$ cat config.mk
export PLATFORM = sky130hd
export DESIGN_NAME = mnseq_div
export DESIGN_NICKNAME = d
export VERILOG_FILES = /design/src/rtl/core/mnseq_pkg.sv /design/src/rtl/core/mnseq_div.sv
export SDC_FILE = /design/constraint.sdc
export NUM_CORES = 1
export LEC_CHECK = 0
export ABC_AREA = 1
export BUFFER_PORTS_ARGS = -buffer_cell sky130_fd_sc_hd__buf_2
export CORE_MARGIN = 2
export CORE_UTILIZATION = 60
export CTS_BUF_LIST = sky130_fd_sc_hd__clkbuf_2
export CTS_CLUSTER_DIAMETER = 50
export DETAILED_ROUTE_END_ITERATION = 16
export PLACE_DENSITY = 0.84
export SYNTH_ARGS = -nofsm -noshare
export SYNTH_HDL_FRONTEND = slang
export SYNTH_SLANG_ARGS = --single-unit
export TNS_END_PERCENT = 10
$ cat constraint.sdc
create_clock -name clk -period 3 [get_ports clk]
set_clock_uncertainty 0.15 [all_clocks]
set_input_delay 0.3 -clock clk [delete_from_list [all_inputs] [get_ports clk]]
set_output_delay 0.3 -clock clk [all_outputs]
set_load 0.01 [all_outputs]
$ cat src/rtl/core/mnseq_pkg.sv
// melody note sequencer package: field widths, item kinds, register indexes
// and sizing of the shared serial divider
// no dependencies
package mnseq_pkg;

	// note memory geometry (depth is a power of two, addresses wrap)
	localparam int NOTE_DEPTH = 1024;
	localparam int NOTE_AW    = $clog2(NOTE_DEPTH);

	// field widths
	localparam int ADDR_W  = 10;
	localparam int WORD_W  = 16;
	localparam int TEMPO_W = 8;
	localparam int REM_W   = 18;
	localparam int DUTY_W  = 15;

	// one minute in ms, the numerator of the beat length
	localparam int MS_PER_MIN = 60 * 1000;
	// a whole note lasts four beats
	localparam int BEATS_WHOLE_LOG2 = 2;

	// serial divider: dividend and quotient share one width
	localparam int DIV_N     = REM_W;
	localparam int DIV_CNT_W = $clog2(DIV_N);

	// request kinds
	typedef enum logic [1:0] {
		KIND_TICK  = 2'd0,
		KIND_LOAD  = 2'd1,
		KIND_START = 2'd2,
		KIND_STOP  = 2'd3
	} kind_t;

	// configuration register indexes
	localparam int CFG_IDX_W = 1;
	localparam logic [CFG_IDX_W-1:0] CFG_END_MARKER   = 1'd0;
	localparam logic [CFG_IDX_W-1:0] CFG_PAUSE_MARKER = 1'd1;

	// reset values
	localparam logic [TEMPO_W-1:0] TEMPO_RST = 8'd120;
	localparam logic [WORD_W-1:0]  PAUSE_RST = 16'd1;

endpackage

$ cat src/rtl/core/mnseq_div.sv
// restoring serial divider, one quotient bit per cycle
// depends on mnseq_pkg
module mnseq_div (
	input  logic                          clk,
	input  logic                          arst_n,
	input  logic                          start,
	input  logic [mnseq_pkg::DIV_N-1:0]   dividend,
	input  logic [mnseq_pkg::WORD_W-1:0]  divisor,
	output logic                          done,
	output logic [mnseq_pkg::DIV_N-1:0]   quotient
);
	import mnseq_pkg::*;

	logic                 busy_q;
	logic                 done_q;
	logic [DIV_CNT_W-1:0] cnt_q;
	logic [WORD_W-1:0]    dvs_q;
	logic [WORD_W-1:0]    rem_q;
	logic [DIV_N-1:0]     quo_q;

	logic [WORD_W:0] part;
	logic [WORD_W:0] diff;
	logic            ge;

	// trial subtract of the shifted partial remainder
	always_comb begin
		part = {rem_q, quo_q[DIV_N-1]};
		diff = part - {1'b0, dvs_q};
		ge   = (part >= {1'b0, dvs_q});
	end

	// control
	always_ff @(posedge clk or negedge arst_n) begin
		if (!arst_n) begin
			busy_q <= 1'b0;
			done_q <= 1'b0;
			cnt_q  <= '0;
		end else begin
			done_q <= 1'b0;
			if (start) begin
				busy_q <= 1'b1;
				cnt_q  <= '0;
			end else if (busy_q) begin
				cnt_q <= cnt_q + 1'b1;
				if (cnt_q == DIV_CNT_W'(DIV_N - 1)) begin
					busy_q <= 1'b0;
					done_q <= 1'b1;
				end
			end
		end
	end

	// datapath
	always_ff @(posedge clk) begin
		if (start) begin
			dvs_q <= divisor;
			rem_q <= '0;
			quo_q <= dividend;
		end else if (busy_q) begin
			rem_q <= ge ? diff[WORD_W-1:0] : part[WORD_W-1:0];
			quo_q <= {quo_q[DIV_N-2:0], ge};
		end
	end

	assign done     = done_q;
	assign quotient = quo_q;

endmodule

==> flow_summary.ini, run 1 <==
[drt]
first_iter_violations = 287
wl_um = 8740
dr.pass1.iters = 5
drc = 0
routed.top_layer = met4
vias_per_cell = 5.30
dr_total_vias = 3311
wl_per_cell_um = 14.0
wl_met3_um = 687
wl_met2_um = 4190
met1_length_um = 3620
drtAntennaViolNets = 0

[synth]
avgSynthCellArea_sq_um = 7.77
syn_area_sq_um = 3500
synth_cells = 450
synth.yosys.warnings = 0
yosysUniqueCellTypes = 38
ys_seq_area_frac = 0.434
syn_nets = 506
synth_seq_cells = 57

[critical_path]
cp.required_ps = 3260
critPathKind = flip-flop to flip-flop
cp_max_fo = 18
regToRegSetupSlack_ps = 790
crit_path_start = rem_q[13]
worst_setup_path_end_kind = flip-flop
critPathArrivalTime_ps = 2470
startpoint_type = flip-flop
r2r-start = rem_q[13]

[cells_and_area]
fill_cells = 408
drive_gt1_frac = 0.190
final_nets = 604
syn2layout_area_growth_pct = 22.4
regArea_sq_um = 1520
utilization = 0.768
antenna_cells = 0
final_cell_mix = 163 x nand2_1, 70 x inv_1, 55 x buf_2, 37 x dlygate4sd3_1, 35 x nand3_1
final_common_cell = nand2_1
multiInputGateArea_sq_um = 1640

[power]
combPwrFrac = 0.535
p_seq_frac = 0.339
p_per_area_nw_per_um2 = 768
swShare = 0.460
vdd_drop_max_mv = 0.411
p_switching_uw = 1510
power.internal_uw = 1770
clkPwrFrac = 0.126
leakagePower_uw = 0.00226

[placement]
port_buffers = 55
place_ws_ps = 822
hpwl_um = 5600
gp_congestion = 0.968

[sta]
period_minus_slack_ps = 2210
rsz0062_at_grt = false
finalSetupViolCount = 0
hold_viol = 0
setup_ws_ps = 790
fin_setup_tns_ps = 0
slew_viol_final = 0
fin_crit_sh = 0.737
slew_headroom = 0.464
fmax_ghz = 0.453
max_slew.worst_pin.slew_ps = 804

[floorplan]
core_sq_um = 5570
die-area_sq_um = 6450
pin_count = 56
die_w_um = 80.3
start_util = 0.627
num_rows = 27
die_height_um = 80.3

[global_routing]
grt_overflow = 0
antenna_found_initial = 0
track_usage = 0.301
grt_max_degree = 35
grt_pass1_vias = 3231
grt_pass1_wl_um = 14600

[clock_network]
cts_htree_levels = 3
clock_path_buffers = 2
cts_tree = done
cts_made_buffers = 9
path_clk_slew_ps = 220
postCtsHoldBufs = 37
cts-root-buf = clkbuf_2
ctsResizeCount = 0
worstSkewPairLatency_ps = 510
cts.sinks = 57
cts_setup_buffers = 0

[outcome]
status = finished, final reports clean

[worst_hold_path]
hold_path_class = input port to flip-flop
hp-start = dividend[0]

[run]
max-cap-violations = 0
==> worst max-delay path, stage by stage, from the launching register on <==
cell and delay [ps]:
dfxtp_1 380, ha_1 370, a21oi_2 190, o21a_1 160, nand2_2 100, nor2_8 290, nand2_8 160, nand2_1 110
nand3_1 90, nand2_1 110
==> cell usage after synthesis (all sizes together) <==
cell | n | area, sq um
nand2 | 174 | 699
inv | 74 | 278
nand3 | 40 | 225
edfxtp | 34 | 1020
nor2 | 23 | 120
ha | 18 | 225
dfxtp | 16 | 320
a21oi | 13 | 80.1
o21ai | 11 | 58.8
dfrtp | 7 | 175
nand3b | 7 | 52.6
nor3 | 7 | 35.0
buf | 5 | 51.3
nand4 | 5 | 31.3
xnor2 | 4 | 35.0
clkbuf | 3 | 11.3
xor2 | 2 | 17.5
a31oi | 1 | 6.26
clkinv | 1 | 3.75
fa | 1 | 20.0
nor3b | 1 | 7.51
o21a | 1 | 7.51
o21bai | 1 | 7.51
o22ai | 1 | 6.26
==> stage by stage <==
stage	total power (uW)	hold WS (ps)	cell area, sq um	cells
floorplan	2500	-146	3500	450
global placement	2750	-12.4	3820	572
detailed placement	2800	-5.25	3820	572
CTS	3260	23.4	4280	625
global route	3590	20.2	4280	625
finish	3290	38.0	4280	625
==> cell families (layout without fill, tap and decap cells) <==
family                     count (synthesis)  count (layout)  synth area share
DFF                                       57              57             0.434
adders and majority gates                 19              19            0.0702
and+or+nand+nor                          257             257             0.335
xor gates and xnor gates                   6               6            0.0150
AOI/OAI and AO/OA                         28              28            0.0476
buffers and inverters                     83             186            0.0984
==> per-layer routing <==
metal  up-vias  track usage
met2       157        0.499
met4         0        0.137
met5         -            0
li1       1627            -
met1      1504        0.370
met3        23       0.0708
==> registers in the layout, summed over array words and instances (netlist names) <==
| signal | count |
|---|---|
| quotient | 18 |
| busy_q | 1 |
| done | 1 |
| cnt_q | 5 |
| dvs_q | 16 |
| rem_q | 16 |
==> area by class of cell <==
class	instances	share of cell area
multi-input combinational	310	0.382
sequential	57	0.354
timing repair buffer	95	0.156
inverter	75	0.0658
tap	72	0.0210
clock buffer	11	0.0129
clock inverter	5	0.00789
==> power by group through the flow <==
stage / Clock [uW] / Sequential [uW] / Combinational (uW)
final: 415 / 1110 / 1760
after global routing: 464 / 1130 / 1990
after CTS: 420 / 1110 / 1730
after detailed placement: 0 / 1120 / 1680
after global placement: 0 / 1110 / 1640
after floorplan: 0 / 1110 / 1390
==> final timing paths <==
| check | to | depth (start not counted) |
|---|---|---|
| max | rem_q[8] | 9 |
| min | quotient[0] | 3 |
| max reg2reg | rem_q[8] | 9 |
| min reg2reg | rem_q[11] | 2 |
| max in group asynchronous | busy_q | 4 |
| min in group asynchronous | cnt_q[3] | 3 |
(Power assumes the default switching activity.)
==> inputs of run 2 (changes only) <==
CORE_UTILIZATION = 59   (was 60)
PLACE_DENSITY = 0.83   (was 0.84)
clock period = 2.05 ns   (was 3 ns; I/O delays follow)
==> flow_summary.ini, run 2 (synthesis gave the netlist of run 1 again) <==
[outcome]
status = finished, final reports clean

[critical_path]
cp.required_ps = 2300
r2r-start = dvs_q[8]
slowest_stage = edfxtp_1
crit_chain = inv_2 > ha_4 > nand2_1 > nand2_2 > inv_1 > nand2_2 > inv_2 > nand3_4 > nand2_4 > buf_6 > nand3_1 > nand3_1 > o21ai_0
crit_path_start = dvs_q[8]
worst_setup_path_end_kind = flip-flop
cp_max_fo = 8
startpoint_type = flip-flop
slowest_delay_ps = 450
critPathKind = flip-flop to flip-flop
critPathArrivalTime_ps = 2290

[sta]
period_minus_slack_ps = 2040
hold_viol = 0
fin_crit_sh = 0.995
rsz0062_at_grt = true
max_slew.worst_pin.slew_ps = 625
slew_headroom = 0.583
fin_hold_ws_ps = 258
slew_viol_final = 0
fmax_ghz = 0.490
finalSetupViolCount = 0

[worst_hold_path]
hp-start = divisor[3]
hold_path_class = input port to flip-flop

[drt]
wl_per_cell_um = 15.9
dr_total_vias = 3610
first_iter_violations = 289
wl_um = 10500
dr.pass1.iters = 5
drtAntennaViolNets = 0
vias_per_cell = 5.48
drc = 0

[clock_network]
cts_tree = done
cts_htree_levels = 3
cts.sinks = 57
cts_made_buffers = 9
clock_path_buffers = 2
path_clk_slew_ps = 190
worstSkewPairLatency_ps = 490
cts-root-buf = clkbuf_2

[floorplan]
pin_count = 56
die-area_sq_um = 6560
core_sq_um = 5820
start_util = 0.601
die_w_um = 81.0
die_height_um = 81.0
num_rows = 28

[cells_and_area]
final_nets = 635
final_cell_mix = 155 x nand2_1, 62 x inv_1, 55 x buf_2, 37 x dlygate4sd3_1, 34 x edfxtp_1
syn2layout_area_growth_pct = 39.9
instances_no_fill = 659
antenna_cells = 0
fill_cells = 311
regArea_sq_um = 1520
final_common_cell = nand2_1
largest_register_ff_count = 18
multiInputGateArea_sq_um = 1920
drive_gt1_frac = 0.298

[global_routing]
grt_pass1_wl_um = 15200
grt_pass1_vias = 3417
antenna_found_initial = 0
track_usage = 0.311
grt_overflow = 0
grt_max_degree = 23

[placement]
gp_congestion = 0.928
port_buffers = 55
hpwl_um = 6080
placed_cells = 601

[power]
p_per_area_nw_per_um2 = 1240
leakagePower_uw = 0.00246
vdd_drop_max_mv = 0.924

[run]
max-cap-violations = 0
-- run 2: stage by stage --
stage	total power (uW)	setup WS (ps)	utilization	area [sq um]	setup TNS, ps
6_report	6070	9.49	0.841	4890	0
3_3_place_gp	4390	29.8	0.696	4050	0
4_1_cts	5480	-12.4	0.791	4600	-18.4
5_1_grt	6460	-81.6	0.841	4890	-659
2_1_floorplan	3660	42.3	-	3500	0
3_5_place_dp	4460	-89.2	0.696	4050	-228
-- run 2: final cells by class --
type	instances	share of cell area
Tap cell	75	0.0192
Multi-Input combinational cell	311	0.393
Clock inverter	7	0.0192
Sequential cell	57	0.310
Inverter	75	0.0575
Clock buffer	9	0.00921
Timing Repair Buffer	125	0.192
-- run 2: layer usage --
layer | vias up | part of all wire | GRT usage
met5 | - | 0 | 0
li1 | 1690 | - | -
met3 | 53 | 0.079 | 0.0756
met1 | 1636 | 0.37 | 0.352
met4 | 0 | 0.049 | 0.151
met2 | 231 | 0.50 | 0.546
-- run 2: what timing repair did --
item                                    CTS  global route
buffers inserted                          0             3
gates resized for setup                   6            46
endpoints found under the setup margin   17            17
gates cloned                              0             2
endpoints found under the hold margin    46             0
pin swaps                                 1            21
hold buffers                             37             0
-- run 2: power breakdown --
group          internal, uW  switching [uW]  leakage (uW)
clock                   404             463     0.0000799
sequential             1460             212      0.000576
combinational          1540            1980       0.00181
-- run 2: path summary, 6_finish.rpt --
check                       endpoint  slack [ps]  depth (start not counted)
max                         rem_q[0]           9                         13
min                         dvs_q[3]         260                          2
max reg2reg                 rem_q[0]           9                         13
min reg2reg                rem_q[12]         330                          2
max in group asynchronous   cnt_q[2]         960                          3
min in group asynchronous   cnt_q[0]         530                          3
-- run 2: critical path: cells and delay by family (launching register included) --
kind / cells / cell delay, ps
AOI/OAI and AO/OA: 1 / 100
buffers and inverters: 4 / 380
adders and majority gates: 1 / 220
and+or+nand+nor: 7 / 640
DFF: 1 / 450
